[config.mk]
export PLATFORM = sky130hd
export DESIGN_NAME = flash_page_write_combiner
export DESIGN_NICKNAME = d
export VERILOG_FILES = /design/src/design/fpwc_pkg.sv /design/src/design/flash_page_write_combiner.sv /design/src/design/fpwc_in_stage.sv /design/src/design/fpwc_core.sv /design/src/design/fpwc_out_queue.sv
export SDC_FILE = /design/constraint.sdc
export NUM_CORES = 1
export LEC_CHECK = 0
export CAP_MARGIN = 30
export CORE_AREA = 2 2 142 144
export CTS_BUF_LIST = sky130_fd_sc_hd__clkbuf_16
export CTS_CLUSTER_DIAMETER = 80
export DETAILED_ROUTE_END_ITERATION = 12
export DIE_AREA = 0 0 144 146
export DONT_BUFFER_PORTS = 1
export PLACE_DENSITY = 0.69
export SYNTH_ARGS = -nofsm -noshare
export SYNTH_HDL_FRONTEND = slang
export SYNTH_SLANG_ARGS = --single-unit
[constraint.sdc]
create_clock -name clk -period 5.2 [get_ports clk]
set_input_delay 1.04 -clock clk [delete_from_list [all_inputs] [get_ports clk]]
set_output_delay 1.04 -clock clk [all_outputs]
set_load 0.02 [all_outputs]
[src/design/fpwc_pkg.sv]
package fpwc_pkg;

    localparam int ADDR_W      = 17;
    localparam int QUEUE_DEPTH = 4;
    localparam int QPTR_W      = $clog2(QUEUE_DEPTH);
    localparam int QCNT_W      = $clog2(QUEUE_DEPTH + 1);

    localparam logic [1:0] FUNC_WRITE = 2'd0;
    localparam logic [1:0] FUNC_FLUSH = 2'd1;
    localparam logic [1:0] FUNC_ERASE = 2'd2;

    localparam logic [1:0] CMD_LOAD        = 2'd0;
    localparam logic [1:0] CMD_ERASE_WRITE = 2'd1;
    localparam logic [1:0] CMD_ERASE       = 2'd2;

    typedef struct packed {
        logic [1:0]        func;
        logic [ADDR_W-1:0] byte_address;
        logic [7:0]        data_byte;
        logic [7:0]        page_number;
    } item_t;

    typedef struct packed {
        logic [1:0]        command;
        logic [ADDR_W-1:0] command_address;
        logic [15:0]       word_data;
        logic              last;
    } result_t;

    typedef struct packed {
        logic [1:0] count;
        result_t    first;
        result_t    second;
    } push_t;

endpackage

[src/design/flash_page_write_combiner.sv]
// Channel  Handshake            Payload
// in       in_valid / in_ready  func, byte_address, data_byte, page_number
// out      out_valid/ out_ready command, command_address, word_data, last
//
// One item a cycle: input register, one pass of decode and state update, result queue.
// An accepted item passes the input register, then its first result enters the queue.
// An item giving two commands fills two queue slots; the four-entry queue absorbs them.
// The input side stalls only when the queue lacks room for the staged item's commands.
// Reset clears held page, dirty flag, low byte latch, staged valid flag and the queue.
module flash_page_write_combiner
    import fpwc_pkg::*;
#(
    parameter int PAGE_BYTES   = 512,
    parameter int ADDRESS_BITS = 17
)
(
    input  logic              clk,
    input  logic              rst_n,
    input  logic              in_valid,
    output logic              in_ready,
    input  logic [1:0]        func,
    input  logic [ADDR_W-1:0] byte_address,
    input  logic [7:0]        data_byte,
    input  logic [7:0]        page_number,
    output logic              out_valid,
    input  logic              out_ready,
    output logic [1:0]        command,
    output logic [ADDR_W-1:0] command_address,
    output logic [15:0]       word_data,
    output logic              last
);

    item_t             in_item;
    item_t             stg_item;
    logic              stg_valid;
    logic              consume;
    logic [QCNT_W-1:0] free;
    push_t             push;
    result_t           result;

    assign in_item.func         = func;
    assign in_item.byte_address = byte_address;
    assign in_item.data_byte    = data_byte;
    assign in_item.page_number  = page_number;

    fpwc_in_stage u_in_stage (
        .clk       (clk),
        .rst_n     (rst_n),
        .in_valid  (in_valid),
        .in_ready  (in_ready),
        .in_item   (in_item),
        .consume   (consume),
        .stg_valid (stg_valid),
        .stg_item  (stg_item)
    );

    fpwc_core #(
        .PAGE_BYTES   (PAGE_BYTES),
        .ADDRESS_BITS (ADDRESS_BITS)
    ) u_core (
        .clk       (clk),
        .rst_n     (rst_n),
        .stg_valid (stg_valid),
        .stg_item  (stg_item),
        .free      (free),
        .consume   (consume),
        .push      (push)
    );

    fpwc_out_queue u_out_queue (
        .clk       (clk),
        .rst_n     (rst_n),
        .push      (push),
        .free      (free),
        .out_valid (out_valid),
        .out_ready (out_ready),
        .result    (result)
    );

    assign command         = result.command;
    assign command_address = result.command_address;
    assign word_data       = result.word_data;
    assign last            = result.last;

endmodule

[src/design/fpwc_in_stage.sv]
module fpwc_in_stage
    import fpwc_pkg::*;
(
    input  logic  clk,
    input  logic  rst_n,
    input  logic  in_valid,
    output logic  in_ready,
    input  item_t in_item,
    input  logic  consume,
    output logic  stg_valid,
    output item_t stg_item
);

    logic  stg_valid_reg;
    logic  stg_valid_next;
    item_t stg_item_reg;

    assign in_ready       = !stg_valid_reg || consume;
    assign stg_valid_next = (in_valid && in_ready) || (stg_valid_reg && !consume);

    always_ff @(posedge clk or negedge rst_n)
    begin
        if (!rst_n)
        begin
            stg_valid_reg <= 1'b0;
        end
        else
        begin
            stg_valid_reg <= stg_valid_next;
        end
    end

    always_ff @(posedge clk)
    begin
        if (in_valid && in_ready)
        begin
            stg_item_reg <= in_item;
        end
    end

    assign stg_valid = stg_valid_reg;
    assign stg_item  = stg_item_reg;

endmodule

[src/design/fpwc_core.sv]
module fpwc_core
    import fpwc_pkg::*;
#(
    parameter int PAGE_BYTES   = 512,
    parameter int ADDRESS_BITS = 17
)
(
    input  logic              clk,
    input  logic              rst_n,
    input  logic              stg_valid,
    input  item_t             stg_item,
    input  logic [QCNT_W-1:0] free,
    output logic              consume,
    output push_t             push
);

    localparam int PAGE_SHIFT = $clog2(PAGE_BYTES);
    localparam int ADDR_KEEP  = (ADDRESS_BITS < ADDR_W) ? ADDRESS_BITS : ADDR_W;
    localparam logic [ADDR_W-1:0] IN_MASK    = ADDR_W'((64'd1 << ADDR_KEEP) - 64'd1);
    localparam logic [31:0]       START_MASK = 32'((64'd1 << ADDRESS_BITS) - 64'd1);
    localparam logic [ADDR_W-1:0] OFFS_MASK  = ADDR_W'(PAGE_BYTES - 1);

    function automatic logic [ADDR_W-1:0] page_start(input logic [7:0] pg);
        logic [31:0] full;
        full = (32'(pg) << PAGE_SHIFT) & START_MASK;
        return full[ADDR_W-1:0];
    endfunction

    logic [7:0] held_page_reg;
    logic [7:0] held_page_next;
    logic       dirty_reg;
    logic       dirty_next;
    logic [7:0] latch_reg;
    logic [7:0] latch_next;

    logic [ADDR_W-1:0] addr;
    logic [ADDR_W-1:0] offs;
    logic [7:0]        page;
    logic              odd;
    logic              change;
    logic [1:0]        count;
    result_t           ew_res;
    result_t           load_res;
    result_t           erase_res;
    result_t           first;
    result_t           second;

    assign addr   = stg_item.byte_address & IN_MASK;
    assign page   = 8'(addr >> PAGE_SHIFT);
    assign offs   = addr & OFFS_MASK;
    assign odd    = offs[0];
    assign change = (page != held_page_reg) && dirty_reg;

    always_comb
    begin
        ew_res.command          = CMD_ERASE_WRITE;
        ew_res.command_address  = page_start(held_page_reg);
        ew_res.word_data        = 16'd0;
        ew_res.last             = 1'b1;

        load_res.command         = CMD_LOAD;
        load_res.command_address = offs;
        load_res.word_data       = {stg_item.data_byte, latch_reg};
        load_res.last            = 1'b1;

        erase_res.command         = CMD_ERASE;
        erase_res.command_address = page_start(stg_item.page_number);
        erase_res.word_data       = 16'd0;
        erase_res.last            = 1'b1;

        first          = load_res;
        second         = load_res;
        count          = 2'd0;
        held_page_next = held_page_reg;
        dirty_next     = dirty_reg;
        latch_next     = latch_reg;

        case (stg_item.func)
            FUNC_WRITE:
            begin
                if (change)
                begin
                    first      = ew_res;
                    first.last = !odd;
                    count      = odd ? 2'd2 : 2'd1;
                end
                else if (odd)
                begin
                    count = 2'd1;
                end
                held_page_next = page;
                dirty_next     = 1'b1;
                if (!odd)
                begin
                    latch_next = stg_item.data_byte;
                end
            end
            FUNC_FLUSH:
            begin
                if (dirty_reg)
                begin
                    first      = ew_res;
                    count      = 2'd1;
                    dirty_next = 1'b0;
                end
            end
            FUNC_ERASE:
            begin
                first = erase_res;
                count = 2'd1;
            end
            default:
            begin
                count = 2'd0;
            end
        endcase
    end

    assign consume     = stg_valid && (QCNT_W'(count) <= free);
    assign push.count  = consume ? count : 2'd0;
    assign push.first  = first;
    assign push.second = second;

    always_ff @(posedge clk or negedge rst_n)
    begin
        if (!rst_n)
        begin
            held_page_reg <= 8'd0;
            dirty_reg     <= 1'b0;
            latch_reg     <= 8'd0;
        end
        else if (consume)
        begin
            held_page_reg <= held_page_next;
            dirty_reg     <= dirty_next;
            latch_reg     <= latch_next;
        end
    end

endmodule

[src/design/fpwc_out_queue.sv]
module fpwc_out_queue
    import fpwc_pkg::*;
(
    input  logic              clk,
    input  logic              rst_n,
    input  push_t             push,
    output logic [QCNT_W-1:0] free,
    output logic              out_valid,
    input  logic              out_ready,
    output result_t           result
);

    result_t             entries_reg [QUEUE_DEPTH];
    logic [QCNT_W-1:0]   count_reg;
    logic [QCNT_W-1:0]   count_next;
    logic [QPTR_W-1:0]   wr_ptr_reg;
    logic [QPTR_W-1:0]   wr_ptr_next;
    logic [QPTR_W-1:0]   rd_ptr_reg;
    logic [QPTR_W-1:0]   rd_ptr_next;
    logic                pop;

    assign out_valid   = (count_reg != '0);
    assign pop         = out_valid && out_ready;
    assign free        = QCNT_W'(QUEUE_DEPTH) - count_reg;
    assign count_next  = count_reg + QCNT_W'(push.count) - QCNT_W'(pop);
    assign wr_ptr_next = wr_ptr_reg + QPTR_W'(push.count);
    assign rd_ptr_next = rd_ptr_reg + QPTR_W'(pop);
    assign result      = entries_reg[rd_ptr_reg];

    always_ff @(posedge clk or negedge rst_n)
    begin
        if (!rst_n)
        begin
            count_reg  <= '0;
            wr_ptr_reg <= '0;
            rd_ptr_reg <= '0;
        end
        else
        begin
            count_reg  <= count_next;
            wr_ptr_reg <= wr_ptr_next;
            rd_ptr_reg <= rd_ptr_next;
        end
    end

    always_ff @(posedge clk)
    begin
        if (push.count != 2'd0)
        begin
            entries_reg[wr_ptr_reg] <= push.first;
        end
        if (push.count == 2'd2)
        begin
            entries_reg[wr_ptr_reg + QPTR_W'(1)] <= push.second;
        end
    end

endmodule

==> parameters.txt <==
Parameter                              Value

Synth
  Seq cells post-synth    204
  Sequential fraction of the synthesis area    64.2%
  Cell types with the largest area share after synthesis    sky130_fd_sc_hd__edfxtp_1 (47%), sky130_fd_sc_hd__dfxtp_1 (10%), sky130_fd_sc_hd__mux4_2 (9.4%)
  Share of flip-flops with an asynchronous set or reset after synthesis    12.3%
  Warning count from the yosys run    0
  Primary FF master, synth    sky130_fd_sc_hd__edfxtp_1
  Syn_area_per_cell    15.0 um^2
  Library cell with the largest summed area after synthesis    sky130_fd_sc_hd__edfxtp_1
  Area share of the largest cell type after synthesis    46.8%
  Number of distinct standard cells referenced by the synthesized netlist    46
  Post-Synthesis Net Count    634
  Gate count after technology mapping    578
  Number of flops mapped to enable cells by yosys    135
  Mapped Area    8660 um^2

STA
  Max-slew violation count    0
  Minimum period implied by the final worst setup slack    4.50 ns
  Post-route setup TNS    0 ns
  Final setup viols    0
  Final Hold Violating Endpoints    0
  Setup repair after global routing missed its margin    false
  Fraction of the cycle the final worst path needs    86.5%
  Clock Skews    0.00947 ns
  Max_slew headroom    38.5%
  Actual slew at the worst max-slew pin    0.923 ns
  Maximum clock frequency    222 MHz

Worst setup path
  Highest-delay cell along the critical path    sky130_fd_sc_hd__inv_2
  Chain of cells forming the critical path    xnor2_1 > nand4_1 > o21ai_1 > ha_1 > nand2b_1 > a21o_1 > ha_1 > nand2_1 > o211ai_2 > and4bb_2 > nand3b_1 > and2_1 > inv_2
  Critical path start-end classification    register to register
  Critical Path Sink Type    register
  Data required time at the worst endpoint    5.33 ns
  WP data arrival    4.63 ns
  Worst-path fanout max    26
  Crit path launch type    register
  CP dominant cell by count    sky130_fd_sc_hd__ha_1
  Setup slack of the most critical reg-to-reg path    0.70 ns
  Largest delay share family, worst path    simple AND/OR/NAND/NOR gates
  Count of buffer and inverter cells on the critical path    1
  Worst path max stage delay    0.56 ns

Run
  Number of max-cap violations    0

Place
  HPWL after detailed placement    11.1 mm
  Number of port buffers    0
  Routability cong.    0.830
  Number of cells after detailed placement    822

Clock network
  Cts hold-fix bufs    0
  Worst-Skew Late Latency    0.50 ns
  Clock Sinks    204
  Clock root cell    sky130_fd_sc_hd__clkbuf_16
  Worst-path clk slew    0.06 ns
  Clock Tree Buf Depth    3
  Number of levels in the clock H-tree    1
  Total clock buffers created by CTS    22
  Gates resized, CTS repair    0
  Number of buffers inserted to repair setup after CTS    0
  Clock tree from TritonCTS    done

Drt
  Starting DRC count in detailed routing    378
  Wire per inst    20.5 um
  Total vias in the final route    4812
  Number of detailed-routing iterations run before antenna repair    5
  Final Routed Wirelength    17.7 mm
  Count of antenna-violating nets left after detailed routing    0
  DRC violations left    0
  Avg Vias per Cell    5.58

Floorplanning
  Floorplan die height    146 um
  Die area    21000 um^2
  Horizontal extent of the die    144 um
  I/O pin count    77
  Core footprint    19300 um^2
  Effective utilization at floorplan    44.8%
  Row count    51

Global routing
  Vias in the first global route    5069
  Maximum number of pins on one net before global-route repair    38
  Global route total overflow    0
  Global-route wire length before repair    27.9 mm
  GRT Resource Usage Total    17.0%
  Number of antenna violations at the first check in global routing    0

Cells and area
  Commonest cells after routing, fill and taps aside    sky130_fd_sc_hd__edfxtp_1 (135), sky130_fd_sc_hd__and2_1 (100), sky130_fd_sc_hd__dfxtp_1 (44), sky130_fd_sc_hd__nor2_1 (39), sky130_fd_sc_hd__mux4_2 (36)
  Final nets    638
  Layout overhead on the synthesized area    11.6%
  Share of cells above drive strength 1    17.4%
  Cell Count, Final, Fillers Out    863
  Most common cell after layout, fill and taps aside    sky130_fd_sc_hd__edfxtp_1
  Diode insertion count for antenna repair    0
  Flip-flop count of the largest register, all copies and words added    144

Power
  VDD IR-drop max    0.298 mV
  Leakage power    3.59 nW
  PwrDens    581 nW/um^2

Outcome
  Run status    completed

Hold path
  Worst min-delay path class    input pin to asynchronous set/reset pin
-- logic make-up (layout without fill, tap and decap cells) --
logic type / count (synthesis) / after routing / share of synthesized area (%)
AOI/OAI and AO/OA: 64 / 64 / 6.41
xor gates and xnor gates: 13 / 13 / 1.31
adders and majority gates: 17 / 17 / 2.54
buffers and inverters: 48 / 68 / 2.37
DFF: 204 / 204 / 64.2
muxes: 52 / 52 / 11.4
and+or+nand+nor: 180 / 180 / 11.7
-- per-stage QoR --
| step | util [%] | power [mW] | hold WS (ns) | setup slack (ns) | area (um^2) |
|---|---|---|---|---|---|
| finish | 50.0 | 5.62 | 0.231 | 0.700 | 9660 |
| global route | 50.0 | 5.90 | 0.213 | 0.427 | 9660 |
| CTS | 49.9 | 5.66 | 0.219 | 0.748 | 9640 |
| detailed placement | 46.1 | 4.09 | 0.442 | 0.762 | 8910 |
| global placement | 46.1 | 4.03 | 0.438 | 0.911 | 8910 |
| floorplan | - | 3.69 | 0.421 | 1.51 | 8660 |
-- synth_stat cells (2+ instances only) --
library cell,n
sky130_fd_sc_hd__buf_2,5
sky130_fd_sc_hd__clkbuf_1,14
sky130_fd_sc_hd__nor2_1,39
sky130_fd_sc_hd__dfrtp_1,25
sky130_fd_sc_hd__nand3_1,4
sky130_fd_sc_hd__or3_1,2
sky130_fd_sc_hd__nand2_1,16
sky130_fd_sc_hd__o21ai_1,5
sky130_fd_sc_hd__mux2_2,16
sky130_fd_sc_hd__nor2b_1,4
sky130_fd_sc_hd__o22ai_1,2
sky130_fd_sc_hd__mux4_2,36
sky130_fd_sc_hd__a22o_1,4
sky130_fd_sc_hd__buf_1,5
sky130_fd_sc_hd__a2bb2oi_1,4
sky130_fd_sc_hd__nand4_1,2
sky130_fd_sc_hd__a22oi_1,3
sky130_fd_sc_hd__nand2b_1,3
sky130_fd_sc_hd__a21o_1,6
sky130_fd_sc_hd__xor2_1,2
sky130_fd_sc_hd__dfxtp_1,44
sky130_fd_sc_hd__edfxtp_1,135
sky130_fd_sc_hd__buf_6,2
sky130_fd_sc_hd__inv_1,17
sky130_fd_sc_hd__ha_1,16
sky130_fd_sc_hd__and2_4,2
sky130_fd_sc_hd__and2_1,101
sky130_fd_sc_hd__a221o_1,32
sky130_fd_sc_hd__a21oi_1,2
sky130_fd_sc_hd__xnor2_1,11
sky130_fd_sc_hd__inv_2,4
-- routing by layer --
| metal | up-vias | track usage [%] | part of all wire (%) |
|---|---|---|---|
| met3 | 30 | 3.62 | 5.6 |
| met1 | 2446 | 22.0 | 43 |
| met5 | - | 0 | 0 |
| met2 | 171 | 29.3 | 50 |
| li1 | 2165 | - | - |
| met4 | 0 | 3.92 | 1.9 |
-- report_power, final --
part	leakage (nW)	internal [mW]	total (mW)	switching, mW
combinational	1.26	0.682	1.62	0.940
sequential	1.95	2.15	2.44	0.286
clock	0.377	0.947	1.56	0.615
total	3.59	3.78	5.62	1.84
-- final timing paths --
| check | startpoint | to | cells after the start |
|---|---|---|---|
| worst max register to register | u_core.held_page_reg[7]$_DFFE_PN0P_ | u_out_queue.entries_reg[1][10]$_DFFE_PP_ | 13 |
| worst min-delay path | rst_n | u_core.held_page_reg[6]$_DFFE_PN0P_ | 0 |
| min in group clk | u_out_queue.entries_reg[1][34]$_SDFFE_PP0N_ | u_out_queue.entries_reg[1][34]$_SDFFE_PP0N_ | 1 |
| worst max-delay path | u_core.held_page_reg[7]$_DFFE_PN0P_ | u_out_queue.entries_reg[1][10]$_DFFE_PP_ | 13 |
| worst min register to register | u_out_queue.entries_reg[1][34]$_SDFFE_PP0N_ | u_out_queue.entries_reg[1][34]$_SDFFE_PP0N_ | 1 |
| max in group asynchronous | rst_n | u_out_queue.rd_ptr_reg[1]$_DFF_PN0_ | 0 |
-- final cells by class --
| class | instances | area, um^2 |
|---|---|---|
| Clock buffer | 23 | 576 |
| Clock inverter | 17 | 154 |
| Fill cell | 1608 | 9670 |
| Inverter | 21 | 78.8 |
| Multi-Input combinational cell | 326 | 2900 |
| Sequential cell | 204 | 5560 |
| Tap cell | 265 | 332 |
| Timing Repair Buffer | 7 | 65.1 |
-- worst register-to-register path: cells and delay by family (launching register included) --
family          cells  cell delay, ns
flops               1            0.47
compound gates      3            0.63
fa+ha+maj           2            0.59
buf+inv             1            0.56
simple gates        6            1.65
xor+xnor            1            0.20
Note: power is estimated with default switching activity, not from simulation.
